===== config.mk =====
export PLATFORM = sky130hd
export DESIGN_NAME = ocms_ram
export DESIGN_NICKNAME = d
export VERILOG_FILES = /design/src/design/ocms_ram.sv
export SDC_FILE = /design/constraint.sdc
export NUM_CORES = 2
export LEC_CHECK = 0
export BUFFER_PORTS_ARGS = -buffer_cell sky130_fd_sc_hd__buf_2
export CAP_MARGIN = 20
export CORE_MARGIN = 2
export CORE_UTILIZATION = 30
export DETAILED_ROUTE_END_ITERATION = 16
export GPL_ROUTABILITY_DRIVEN = 0
export GPL_TIMING_DRIVEN = 0
export PLACE_DENSITY = 0.45
export SYNTH_ARGS = -nofsm -noshare
export SYNTH_HDL_FRONTEND = slang
export SYNTH_SLANG_ARGS = --single-unit

===== constraint.sdc =====
create_clock -name clk -period 2.7 [get_ports clk]
set_input_delay 0.135 -clock clk [delete_from_list [all_inputs] [get_ports clk]]
set_output_delay 0.135 -clock clk [all_outputs]
set_load 0.05 [all_outputs]

===== src/design/ocms_ram.sv =====
// ----------------------------------------------------------------------------
// ocms_ram
// Generic single-write, single-read RAM with registered read data.
// ----------------------------------------------------------------------------
module ocms_ram #(
  parameter int WIDTH = 8,
  parameter int DEPTH = 256
) (
  input  logic                     clk,
  input  logic                     we,
  input  logic [$clog2(DEPTH)-1:0] waddr,
  input  logic [WIDTH-1:0]         wdata,
  input  logic                     re,
  input  logic [$clog2(DEPTH)-1:0] raddr,
  output logic [WIDTH-1:0]         rdata
);

  logic [WIDTH-1:0] mem [DEPTH];

  always_ff @(posedge clk) begin
    if (we) begin
      mem[waddr] <= wdata;
    end
    if (re) begin
      rdata <= mem[raddr];
    end
  end

endmodule


==> impl_metrics.toml <==
[run_status]
status = "complete, but fails checks"
violations = "setup timing"

[finish]
nets = 4083
finish.utilization_pct = 35.3
area_growth_pct = 17.3
layout-drive-gt1-share_pct = 28.3

[global_route]
grt_start_max_net_pins = 149
grt_use_total_pct = 20.1
antenna_found_initial = 23
grt_util_met3_pct = 3.62
met2_usage_pct = 32.7
gr-total-overflow = 0
grt_pass1_vias = 41000
top_usage_layer = "met2"
met1_usage_pct = 27.4
grt_pass1_wl_um = 367000

[worst_hold_path]
hp-class = "in -> reg"
min_path_cells = 3

[synth]
synth.most_common_cell = "edfxtp_1"
syn_area_sq_um = 79600
yosys_warnings = 0
synth_area_per_cell_sq_um = 21.3
seq_area_frac_synth_pct = 77.5
synth_seq_cells = 2056
yosys.area.top_type = "edfxtp_1"
async_flop_share_pct = 0
synthTopCellsByArea = "edfxtp_1 (78%), mux4_2 (13%), mux2i_1 (1.7%), nor2_1 (1.3%), a22oi_1 (1.3%)"
ys_types = 54
yosysTopAreaCellShare_pct = 77.5
postSynthCellCount = 3733
synth-edff-count = 2056
ys.flop_type = "edfxtp_1"
synth_nets = 3760
synth_common_cells = "edfxtp_1 (2056), mux4_2 (454), nor2_1 (282)"

[timing]
max_freq_ghz = 0.341
fin_tns_setup_ps = -16330
rsz0062_at_grt = "yes"
drv_slew = 0
fin_ws_ps = -234
worst_slew_pin_slew_ps = 1320
max-slew-margin-rel_pct = 12.2
period_share_pct = 109
finalHoldViolations = 0
finClkSkew_ps = 58.4
finalSetupViolations = 242
whs_ps = 127
fin_crit_ps = 2930

[setup_path]
path_class = "in -> reg"
cp.arrival_ps = 3430
crit_fanout = 10
critPathMaxStageDelay_ps = 900
path_depth = 6
worstPathCellList = "clkbuf_1 -> nor2b_1 -> clkbuf_1 -> nand4_1 -> clkbuf_2 -> nor2_1"
critPathRequiredTime_ps = 3200
crit_path_start_kind = "input port"
slowest_stage = "nor2_1"
r2r_cells = 7
path_buf_inv = 3
crit_top_cell = "clkbuf_1"
critPathTopFamily = "simple AND/OR/NAND/NOR gates"
ff2ff_setup_slack_ps = 0
endpoint_kind = "register"

[clock_network]
insertion_delay_ps = 880
cts-root-buf = "clkbuf_16"
cts_buffers = 220
cts_tree = "yes"
path_clk_slew_ps = 60
htree_levels = 4
clock_path_buffers = 3
cts_sinks = 2056

[drt]
ant_nets = 0
wl_um = 275000
drtIter0Drc = 5099
wl_per_cell_um = 35.3
drc = 0
first_pass_iters = 5
viasPerCell = 5.26
vias = 40900

[job]
max_cap_violations = 0

[die]
io-pin-count = 35
die_y_um = 519
core_sq_um = 265000
start_util_pct = 30.1
die_x_um = 519
dieArea_sq_um = 270000
rows = 189

[placement]
dp_hpwl_um = 185000
io_buffers = 27
dp_slack_ps = -2510

[power]
p_leak_uw = 0.0284
ir_drop_v = 0.000724
finalPower_uw = 69300
power_density_nw_per_um2 = 742
[registers in the layout (all words and copies together) (netlist names)]
| signal | flops |
|---|---|
| mem | 2048 |
| rdata | 8 |
[cells in the final DEF, fill, tap and decap left out, types with 7 or more instances in the layout]
cell           count
o22ai_1           27
o21ai_0           10
buf_2             55
nor2b_1           29
dlygate4sd3_1      9
nor2_2           106
clkinv_1          66
nand2b_1           8
edfxtp_1        2056
a22oi_1          133
bufinv_16         18
mux4_2           454
clkbuf_16        221
a211oi_1          10
clkbuf_1          93
nand4_1           10
buf_8             38
nor4_2            12
buf_4             59
o211ai_1          10
nor3_1            12
buf_12             8
a221oi_1           8
nor4_4             7
nor2_1           170
nand2_1           33
diode_2           11
nor4_1             8
clkbuf_4          11
o221ai_1          42
mux2i_1          134
nand3_1           33
buf_6             27
clkinv_2          41
buf_1              8
a21oi_1           94
clkbuf_2          48
buf_16            19
[power by group]
part	switching, uW	leakage [uW]	internal (uW)
clock	13100	0.00342	16700
sequential	17.4	0.0185	35200
combinational	2980	0.00651	1300
total	16100	0.0284	53300
[cell families after synthesis]
| group | Yosys count | synth area share (%) |
|---|---|---|
| flip-flops | 2056 | 77.5 |
| multiplexers | 591 | 14.6 |
| AND/OR/NAND/NOR | 466 | 2.63 |
| AO/OA/AOI/OAI | 385 | 3.42 |
| buffers and inverters | 235 | 1.83 |
[worst register-to-register path, delay by kind of cell, from the launching register on]
kind / cells / cell delay, ps
buffers and inverters: 1 / 260
muxes: 1 / 470
DFF: 1 / 370
AOI/OAI and AO/OA: 1 / 560
and+or+nand+nor: 4 / 790
[stage by stage]
stage          cells  area (sq um)
2_1_floorplan   3733         79600
3_3_place_gp    7293         84200
3_5_place_dp    7354         85300
4_1_cts         7772         93000
5_1_grt         7782         93400
6_report        7787         93400
[layout make-up]
class	instances	area (sq um)
timing repair buffer	104	1310
clock buffer	265	5700
sequential	2056	61700
inverter	2	7.51
tap	3533	4420
buffer	230	1630
clock inverter	144	1290
fill	24600	171000
multi-input combinational	1442	17300
antenna	11	27.5
[final timing paths]
kind,from,end
worst min register to register,mem[217][4],rdata[4]
worst min-delay path,waddr[4],mem[178][0]
worst max-delay path,waddr[3],mem[75][0]
worst max register to register,mem[97][1],rdata[1]
[per-layer routing]
metal / wire length (um) / vias to the layer above
li1: - / 16400
met1: 115000 / 22500
met2: 132000 / 1656
met3: 19000 / 364
met4: 8090 / 2
met5: 18 / -
[timing repair]
| action | in CTS | in global routing |
|---|---|---|
| resized for setup | 162 | 110 |
| cloned | 0 | 0 |
| hold buffers | 9 | 0 |
| buffers inserted | 3 | 3 |
| setup endpoints to repair | 212 | 740 |
| pin swaps | 6 | 4 |
| hold endpoints to repair | 754 | 0 |
(Power assumes the default switching activity.)
