## config.mk

```make
export PLATFORM = sky130hd
export DESIGN_NAME = ocms_div
export DESIGN_NICKNAME = d
export VERILOG_FILES = /design/src/design/ocms_pkg.sv /design/src/design/ocms_div.sv
export SDC_FILE = /design/constraint.sdc
export NUM_CORES = 1
export LEC_CHECK = 0
export ABC_AREA = 1
export ABC_CLOCK_PERIOD_IN_PS = 8300
export BUFFER_PORTS_ARGS = -buffer_cell sky130_fd_sc_hd__buf_2
export CAP_MARGIN = 20
export CORE_AREA = 2 2 87 89
export CTS_CLUSTER_DIAMETER = 80
export DETAILED_ROUTE_END_ITERATION = 16
export DIE_AREA = 0 0 89 91
export PLACE_DENSITY = 0.86
export SYNTH_ARGS = -nofsm -noshare
export SYNTH_HDL_FRONTEND = slang
export SYNTH_SLANG_ARGS = --single-unit
export TNS_END_PERCENT = 30
```

## constraint.sdc

```tcl
create_clock -name clk -period 8.3 [get_ports clk]
set_input_delay 0 -clock clk [delete_from_list [all_inputs] [get_ports clk]]
set_output_delay 0 -clock clk [all_outputs]
set_load 0.01 [all_outputs]
```

## src/design/ocms_pkg.sv

```systemverilog
// ----------------------------------------------------------------------------
// ocms_pkg
// Shared constants and types of the obstacle cost map stamp.
// ----------------------------------------------------------------------------
package ocms_pkg;

  localparam int GRID_SIZE  = 128;
  localparam int GRID_BITS  = $clog2(GRID_SIZE);
  localparam int MAP_DEPTH  = GRID_SIZE * GRID_SIZE;
  localparam int MAP_BITS   = $clog2(MAP_DEPTH);
  localparam int COST_W     = 11;
  localparam int SAFE_W     = 5;
  localparam int LOSS_W     = 10;
  localparam int HALF_W     = 8;   // safe + floor(3*loss/16) <= 222

  // iterative unit widths
  localparam int RAD_W      = 32;  // (dx^2 + dy^2) << 16
  localparam int ROOT_W     = RAD_W / 2;
  localparam int NUM_W      = 18;  // 256000 needs 18 bits
  localparam int DEN_W      = 16;

  localparam logic [COST_W-1:0] COST_CENTER    = 11'd1200;
  localparam logic [NUM_W-1:0]  COST_INNER_NUM = 18'd256000;
  localparam logic [SAFE_W-1:0] SAFE_RESET     = 5'd4;

  localparam int APB_AW = 3;

  typedef struct packed {
    logic             start;
    logic [NUM_W-1:0] num;
    logic [DEN_W-1:0] den;
  } div_req_t;

  typedef struct packed {
    logic              start;
    logic [RAD_W-1:0]  rad;
  } sqrt_req_t;

endpackage

```

## src/design/ocms_div.sv

```systemverilog
// ----------------------------------------------------------------------------
// ocms_div
// Restoring unsigned divider, one quotient bit per cycle.
// ----------------------------------------------------------------------------
module ocms_div (
  input  logic                       clk,
  input  logic                       rst,
  input  ocms_pkg::div_req_t         req,
  output logic                       done,
  output logic [ocms_pkg::NUM_W-1:0] quo
);
  import ocms_pkg::*;

  localparam int CNT_W = $clog2(NUM_W);

  logic              busy;
  logic [CNT_W-1:0]  cnt;
  logic [NUM_W-1:0]  num;
  logic [DEN_W-1:0]  den;
  logic [DEN_W-1:0]  rem;
  logic [DEN_W:0]    rem_sh;
  logic              fit;

  assign rem_sh = {rem, num[NUM_W-1]};
  assign fit    = rem_sh >= {1'b0, den};

  always_ff @(posedge clk) begin
    if (rst) begin
      busy <= 1'b0;
      done <= 1'b0;
    end else begin
      done <= 1'b0;
      if (req.start) begin
        busy <= 1'b1;
        cnt  <= '0;
        num  <= req.num;
        den  <= req.den;
        rem  <= '0;
        quo  <= '0;
      end else if (busy) begin
        num <= {num[NUM_W-2:0], 1'b0};
        if (fit) begin
          rem <= DEN_W'(rem_sh - {1'b0, den});
        end else begin
          rem <= DEN_W'(rem_sh);
        end
        quo <= {quo[NUM_W-2:0], fit};
        cnt <= cnt + 1'b1;
        if (cnt == CNT_W'(NUM_W - 1)) begin
          busy <= 1'b0;
          done <= 1'b1;
        end
      end
    end
  end

endmodule
```

==> reports/metrics.yaml <==
status: "complete, no violations"
worst_pin_slew_ns: 0.914
rrSetupSlack_ns: 6.02
fin_nets: 648
clock_latency_ns: 0.36
report.final.slew_viol_count: 0
cp-startpoint: "rem[9]"
start_util_pct: 59.0
syn-cell-area_um2: 4210
vdd_drop_max_mv: 0.127
cts_root_buf: "clkbuf_8"
grt_util_all_layers_pct: 26.8
post_cts_buffers: 0
dr.pass1.iters: 4
synth.distinct_cells: 30
clk_pin_slew_ns: 0.08
grt.overflow.total: 0
die_area_um2: 8100
synthTopCellsByArea: "edfxtp_1 52%, nand2_1 15%, inv_1 7.6%"
ys_warn_count: 0
end_kind: "flop"
slew_headroom_pct: 38.9
cts_buffers: 9
drive_above_1_share_pct: 15.2
synth_seq_cells: 75
crit_required_ns: 8.42
hold_ws_ns: 0.280
synth_top_area_share_pct: 52.0
power_density_nw_per_um2: 188
cp_max_fo: 13
synth_seq_area_share_pct: 53.0
fin_tns_setup_ns: 0
core_area_um2: 7140
maxCapViolCount: 0
finalHoldViolCount: 0
gp_congestion: 0.951
drt-initial-drc-count: 307
hpwl_um: 6260
chipWidth_um: 89
grt_pass1_wl_um: 16700
synthCells: 499
tritoncts: "done"
cts_sinks: 75
leakage_nw: 2.54
wl_um: 9990
clk_path_buf_depth: 2
synth_largest_area_cell: "edfxtp_1"
routedWlPerCell_um: 14.4
htreeDepth: 3
timing.final.crit_share_pct: 27.5
ys_async_sr_fraction_pct: 0
diodes: 0
reg2reg_depth: 10
antenna_found_initial: 0
grt_pass1_vias: 3594
finalSetupViolCount: 0
start_kind: "flop"
skew_ns: 0.00734
synth-edff-count: 73
path_class: "flop to flop"
period_minus_slack_ns: 2.28
synth_commonest_cells: "166 x nand2_1, 85 x inv_1, 73 x edfxtp_1"
r2r-start: "rem[9]"
drc: 0
syn_nets: 555
grt_setup_unrepaired: "false"
cp.arrival_ns: 2.40
yosysMostFrequentCell: "nand2_1"
yosys_most_used_dff: "edfxtp_1"
vias_per_cell: 4.97
die_h_um: 91
fmax_mhz: 438
pin_count: 56
r2r_end: "rem[11]"
hp-class: "primary input to flop"
dr_total_vias: 3456
row_count: 31
avgSynthCellArea_um2: 8.44
syn2layout_area_growth_pct: 21.4
port_buffers: 55
grt_max_degree: 44
ant_nets: 0
crit_end: "rem[11]"
## worst max-delay path: stages, from the launching register on
cell and delay, ns:
edfxtp_1 0.41, ha_1 0.41, nand2_1 0.10, inv_1 0.08, nand2_1 0.11, nor3_2 0.17, nand2_2 0.23, nand2_4 0.23
inv_2 0.12, nor2_1 0.12, nor2_1 0.06
## cells by family (layout without fill, tap and decap cells)
group	after synthesis	in the layout	share of synthesized area, %
buf+inv	102	200	9.74
compound gates	9	9	1.07
fa+ha+maj	19	19	5.82
flops	75	75	53.0
simple gates	285	285	28.5
xor+xnor	9	9	1.87
## through the flow
stage	power, mW	util (%)	std cells	setup WS, ns	instance area (um^2)
3_3_place_gp	0.665	64.1	645	5.78	4580
5_1_grt	1.00	71.6	696	5.78	5110
4_1_cts	0.948	71.6	696	6.05	5110
6_report	0.959	71.6	696	6.02	5110
3_5_place_dp	0.673	64.1	645	5.68	4580
2_1_floorplan	0.622	-	499	4.58	4210
## power breakdown
group | switching (mW) | internal, mW | total (mW)
Sequential | 0.0128 | 0.451 | 0.464
Combinational | 0.140 | 0.0825 | 0.222
Clock | 0.154 | 0.119 | 0.273
Total | 0.306 | 0.653 | 0.959
## registers in the layout (all words and copies together), names as in the netlist
register,cells
den,16
num,18
rem,16
quo,18
busy,1
cnt,5
done,1
## layer usage
metal / routed length, um / track usage, % / share of wire, % / vias to the layer above
li1: - / - / - / 1737
met1: 4210 / 35.3 / 42 / 1581
met2: 5070 / 44.7 / 51 / 118
met3: 527 / 5.36 / 5.3 / 20
met4: 182 / 7.46 / 1.8 / 0
met5: 0 / 0 / 0 / -
## layout by cell type (no fill, tap or decap), drive strengths merged
master,count
edfxtp,73
a21oi,8
nor3,2
nor4,1
xor2,8
and2,2
o21ai,1
nand3,19
fa,1
buf,58
inv,92
nand4,5
nand3b,10
dlygate4sd3,35
clkbuf,10
clkinvlp,1
nor2,75
ha,18
xnor2,1
clkinv,4
or2,1
dfxtp,2
nand2,170
## worst min-delay path by stage
| stage | startpoint | end | cells after the start |
|---|---|---|---|
| after floorplan | rst | done | 1 |
| after global placement | req[12] | den[12] | 1 |
| after detailed placement | req[8] | den[8] | 1 |
| after CTS | req[34] | cnt[0] | 2 |
| after global routing | req[34] | cnt[0] | 2 |
| final | req[34] | cnt[0] | 2 |
## timing repair
item	CTS	global route
endpoints found under the hold margin	35	0
hold buffers	35	0
resized for setup	0	0
## area by class of cell
cell class	instances	area, um^2
fillers	527	2020
clock inverters	6	47.5
clock buffers	10	138
repair buffers	93	648
inverters	91	342
flip-flops and latches	75	2230
multi-input cells	322	1580
well taps	99	124
Note: power is estimated with default switching activity, not from simulation.
