$ cat src/design/ocms_pkg.sv
// ----------------------------------------------------------------------------
// ocms_pkg
// Shared constants and types of the obstacle cost map stamp.
// ----------------------------------------------------------------------------
package ocms_pkg;

  localparam int GRID_SIZE  = 128;
  localparam int GRID_BITS  = $clog2(GRID_SIZE);
  localparam int MAP_DEPTH  = GRID_SIZE * GRID_SIZE;
  localparam int MAP_BITS   = $clog2(MAP_DEPTH);
  localparam int COST_W     = 11;
  localparam int SAFE_W     = 5;
  localparam int LOSS_W     = 10;
  localparam int HALF_W     = 8;   // safe + floor(3*loss/16) <= 222

  // iterative unit widths
  localparam int RAD_W      = 32;  // (dx^2 + dy^2) << 16
  localparam int ROOT_W     = RAD_W / 2;
  localparam int NUM_W      = 18;  // 256000 needs 18 bits
  localparam int DEN_W      = 16;

  localparam logic [COST_W-1:0] COST_CENTER    = 11'd1200;
  localparam logic [NUM_W-1:0]  COST_INNER_NUM = 18'd256000;
  localparam logic [SAFE_W-1:0] SAFE_RESET     = 5'd4;

  localparam int APB_AW = 3;

  typedef struct packed {
    logic             start;
    logic [NUM_W-1:0] num;
    logic [DEN_W-1:0] den;
  } div_req_t;

  typedef struct packed {
    logic              start;
    logic [RAD_W-1:0]  rad;
  } sqrt_req_t;

endpackage

$ cat src/design/ocms_sqrt.sv
// ----------------------------------------------------------------------------
// ocms_sqrt
// Bit-serial integer square root, one result bit per cycle.
// ----------------------------------------------------------------------------
module ocms_sqrt (
  input  logic                        clk,
  input  logic                        rst,
  input  ocms_pkg::sqrt_req_t         req,
  output logic                        done,
  output logic [ocms_pkg::ROOT_W-1:0] root
);
  import ocms_pkg::*;

  localparam int CNT_W = $clog2(ROOT_W);
  localparam int REM_W = ROOT_W + 2;

  logic              busy;
  logic [CNT_W-1:0]  cnt;
  logic [RAD_W-1:0]  rad;
  logic [REM_W-1:0]  rem;
  logic [REM_W+1:0]  rem_sh;
  logic [REM_W+1:0]  trial;
  logic              fit;

  assign rem_sh = {rem, rad[RAD_W-1 -: 2]};
  assign trial  = {2'b00, root, 2'b01};
  assign fit    = rem_sh >= trial;

  always_ff @(posedge clk) begin
    if (rst) begin
      busy <= 1'b0;
      done <= 1'b0;
    end else begin
      done <= 1'b0;
      if (req.start) begin
        busy <= 1'b1;
        cnt  <= '0;
        rad  <= req.rad;
        rem  <= '0;
        root <= '0;
      end else if (busy) begin
        rad <= {rad[RAD_W-3:0], 2'b00};
        if (fit) begin
          rem  <= REM_W'(rem_sh - trial);
          root <= {root[ROOT_W-2:0], 1'b1};
        end else begin
          rem  <= REM_W'(rem_sh);
          root <= {root[ROOT_W-2:0], 1'b0};
        end
        cnt <= cnt + 1'b1;
        if (cnt == CNT_W'(ROOT_W - 1)) begin
          busy <= 1'b0;
          done <= 1'b1;
        end
      end
    end
  end

endmodule

$ cat config.mk
export PLATFORM = sky130hd
export DESIGN_NAME = ocms_sqrt
export DESIGN_NICKNAME = d
export VERILOG_FILES = /design/src/design/ocms_pkg.sv /design/src/design/ocms_sqrt.sv
export SDC_FILE = /design/constraint.sdc
export NUM_CORES = 1
export LEC_CHECK = 0
export ABC_CLOCK_PERIOD_IN_PS = 4900
export BUFFER_PORTS_ARGS = -buffer_cell sky130_fd_sc_hd__buf_2
export CAP_MARGIN = 20
export CORE_UTILIZATION = 55
export DETAILED_ROUTE_END_ITERATION = 7
export PLACE_DENSITY = 0.73
export SYNTH_ARGS = -nofsm -noshare
export SYNTH_HDL_FRONTEND = slang
export SYNTH_SLANG_ARGS = --single-unit
$ cat constraint.sdc
create_clock -name clk -period 4.9 [get_ports clk]
set_input_delay 0.245 -clock clk [delete_from_list [all_inputs] [get_ports clk]]
set_output_delay 0.245 -clock clk [all_outputs]
set_load 0.01 [all_outputs]
==> flow_metrics.env <==
export IMPL_status="complete, no violations"
export IMPL_final_nets=449
export IMPL_routed_via_count=2832
export IMPL_dr_wl_met2_um=3840
export IMPL_yosys_area_share_adder_pct=5.72
export IMPL_path_class="reg2reg"
export IMPL_r2r_end="rem[5]"
export IMPL_cts_buffers=9
export IMPL_multi_input_area_um2=1840
export IMPL_synthesis_area_um2=4160
export IMPL_synth_xor_area_share_pct=2.32
export IMPL_final_cell_mix="70 x edfxtp_1, 51 x buf_2, 30 x mux2_2"
export IMPL_rows=31
export IMPL_synthSimpleGateAreaFrac_pct=9.99
export IMPL_syn_inst=345
export IMPL_drive_gt1_share_pct=28.5
export IMPL_top_layer="met4"
export IMPL_htreeDepth=3
export IMPL_worstMarginPinSlew_ns=1.04
export IMPL_switching_share_pct=29.8
export IMPL_synth_compound_area_share_pct=15.8
export IMPL_die_w_um=88.9
export IMPL_finalSetupTns_ns=0
export IMPL_powerDensity_nw_per_um2=368
export IMPL_place_congestion=0.845
export IMPL_rrSetupSlack_ns=1.81
export IMPL_synth_top_family_by_area="compound AO/OA/AOI/OAI gates"
export IMPL_muxShareOfSynthArea_pct=10.4
export IMPL_min_period_ns=3.09
export IMPL_first_global_vias=2658
export IMPL_layout_cells_most_common="edfxtp_1"
export IMPL_rsz0062_at_grt="no"
export IMPL_synth_warnings=0
export IMPL_wl_met1_um=3780
export IMPL_postCtsHoldBufs=0
export IMPL_overflow=0
export IMPL_start_util_pct=57.0
export IMPL_synth_seq_area_share_pct=51.5
export IMPL_io_buffers=51
export IMPL_cp_end_kind="flop"
export IMPL_drc_errors=0
export IMPL_cts_tree="built"
export IMPL_die_h_um=88.9
export IMPL_clock_root_buffer="clkbuf_8"
export IMPL_cts_buffer_depth=2
export IMPL_timing_hold_ws_ns=0.114
export IMPL_synth_async_sr_flop_share_pct=0
export IMPL_avgSynthCellArea_um2=12.1
export IMPL_power_frac_seq_pct=44.3
export IMPL_clkPwrFrac_pct=30.9
export IMPL_relSlewSlack_pct=30.3
export IMPL_period_share_pct=63.1
export IMPL_clock_latency_ns=0.35
export IMPL_drt_wirelength_per_cell_um=16.2
export IMPL_seqCellArea_um2=2140
export IMPL_p_sw_mw=0.515
export IMPL_clock_sinks=72
export IMPL_cts_resized=0
export IMPL_viasPerCell=5.68
export IMPL_hpwl_um=5390
export IMPL_max_vdd_ir_drop_uv=246
export IMPL_grt_pass1_wl_um=13000
export IMPL_cts_setup_buffers=0
export IMPL_drt_iter0_markers=227
export IMPL_io_pins=52
export IMPL_cp_required_ns=4.99
export IMPL_syn_nets=399
export IMPL_die_area_um2=7910
export IMPL_clk_pin_slew_ns=0.08
export IMPL_drt_pass1_iterations=4
export IMPL_power_leakage_nw=1.84
export IMPL_wirelength_um=8090
export IMPL_finalSetupViolCount=0
export IMPL_grt_use_total_pct=22.1
export IMPL_n_fill_cell=600
export IMPL_yosysUniqueCellTypes=61
export IMPL_synthFlopType="edfxtp_1"
export IMPL_fp_coreArea_um2=7290
export IMPL_reg2reg_depth=8
export IMPL_drv_slew=0
export IMPL_path_max_fanout=13
export IMPL_finClkSkew_ns=0.00829
export IMPL_p_int_mw=1.21
export IMPL_crit_start="root[0]"
export IMPL_cp_arrival_ns=3.18
export IMPL_grt_max_degree=67
export IMPL_cap_viol_max_count=0
export IMPL_diodes=0
export IMPL_cp_endpoint="rem[5]"
export IMPL_hold_viol=0
export IMPL_drtAntennaViolNets=0
export IMPL_synth_edff_count=70
export IMPL_synthToLayoutAreaGrowth_pct=13.2
export IMPL_p_comb_share_pct=24.8
export IMPL_ys_ff_latch=72
export IMPL_worstSetupStartpointType="flop"
export IMPL_hp_class="in2reg"
export IMPL_fmax_ghz=0.324
export IMPL_crit_reg2reg_launch="root[0]"
export IMPL_grt_antenna_before_repair=0
export IMPL_wl_met3_um=296
==> per-stage QoR <==
step           cell area, um^2  std cells  util [%]  total power [mW]  setup slack [ns]
2_1_floorplan             4160        345         -              1.11             0.800
3_3_place_gp              4490        483      61.5              1.19              1.90
3_5_place_dp              4490        483      61.5              1.20              1.79
4_1_cts                   4710        499      64.5              1.74              1.78
5_1_grt                   4710        499      64.5              1.81              1.56
6_report                  4710        499      64.5              1.73              1.81
==> critical path, stage by stage, from the launching register on <==
cell	delay [ns]
edfxtp_1	0.38
inv_1	0.09
ha_1	0.27
nor2b_1	0.18
o311ai_4	0.30
a31oi_4	0.19
o32ai_4	0.65
a21o_1	0.59
mux2i_1	0.16
==> power groups by stage <==
stage	clock network [mW]	registers (mW)	logic, mW
2_1_floorplan	0	0.779	0.336
3_3_place_gp	0	0.778	0.415
3_5_place_dp	0	0.780	0.423
4_1_cts	0.542	0.766	0.428
5_1_grt	0.569	0.771	0.473
6_report	0.535	0.766	0.429
==> registers in the layout, indices dropped and copies added, names as in the netlist <==
register,flops
busy,1
cnt,4
done,1
rad,32
rem,18
root,16
==> layout make-up <==
| class | instances | area share, % |
|---|---|---|
| Sequential cell | 72 | 45.5 |
| Inverter | 27 | 2.15 |
| Multi-Input combinational cell | 231 | 39.2 |
| Timing Repair Buffer | 54 | 5.90 |
| Clock buffer | 10 | 2.71 |
| Clock inverter | 6 | 1.91 |
| Tap cell | 99 | 2.63 |
==> how the worst min path moves through the flow <==
stage               start  slack [ns]  depth (start not counted)    to
finish                rst        0.11                          2  done
detailed placement    rst        0.48                          2  done
global route          rst        0.10                          2  done
CTS                   rst        0.11                          2  done
global placement      rst        0.46                          2  done
floorplan             rst        0.32                          1  done
==> synth_stat cells, types with 3 or more instances <==
cell	count	area [um^2]
nand2_1	19	71.3
ha_1	19	238
nor3_1	5	25.0
and3_1	3	18.8
o21ai_0	11	55.1
mux2i_1	7	70.1
nand4_1	4	25.0
a31o_1	4	35.0
buf_2	3	15.0
nor2_1	25	93.8
mux2_2	30	338
nand3_1	3	15.0
a21o_1	5	37.5
inv_1	27	101
edfxtp_1	70	2100
and2_1	3	18.8
a31oi_1	4	25.0
a2111oi_2	5	75.1
or3_1	5	31.3
a21oi_1	15	75.1
buf_1	5	18.8
xor2_1	3	26.3
a211oi_1	3	22.5
xnor2_1	8	70.1
o21bai_1	3	22.5
nor2b_1	6	37.5
o21a_1	6	45.0
clkbuf_1	4	15.0
==> cells by family (layout without fill, tap and decap cells) <==
| family | count (synthesis) | after routing |
|---|---|---|
| buf+inv | 42 | 97 |
| flops | 72 | 72 |
| fa+ha+maj | 19 | 19 |
| compound gates | 79 | 79 |
| xor+xnor | 11 | 11 |
| simple gates | 83 | 83 |
| mux | 39 | 39 |
==> routing by layer <==
layer / global-route usage, % / up-vias
li1: - / 1401
met1: 30.7 / 1359
met2: 33.6 / 57
met3: 5.17 / 15
met4: 9.38 / 0
met5: 0 / -
Power figures use the tool's default switching activity.
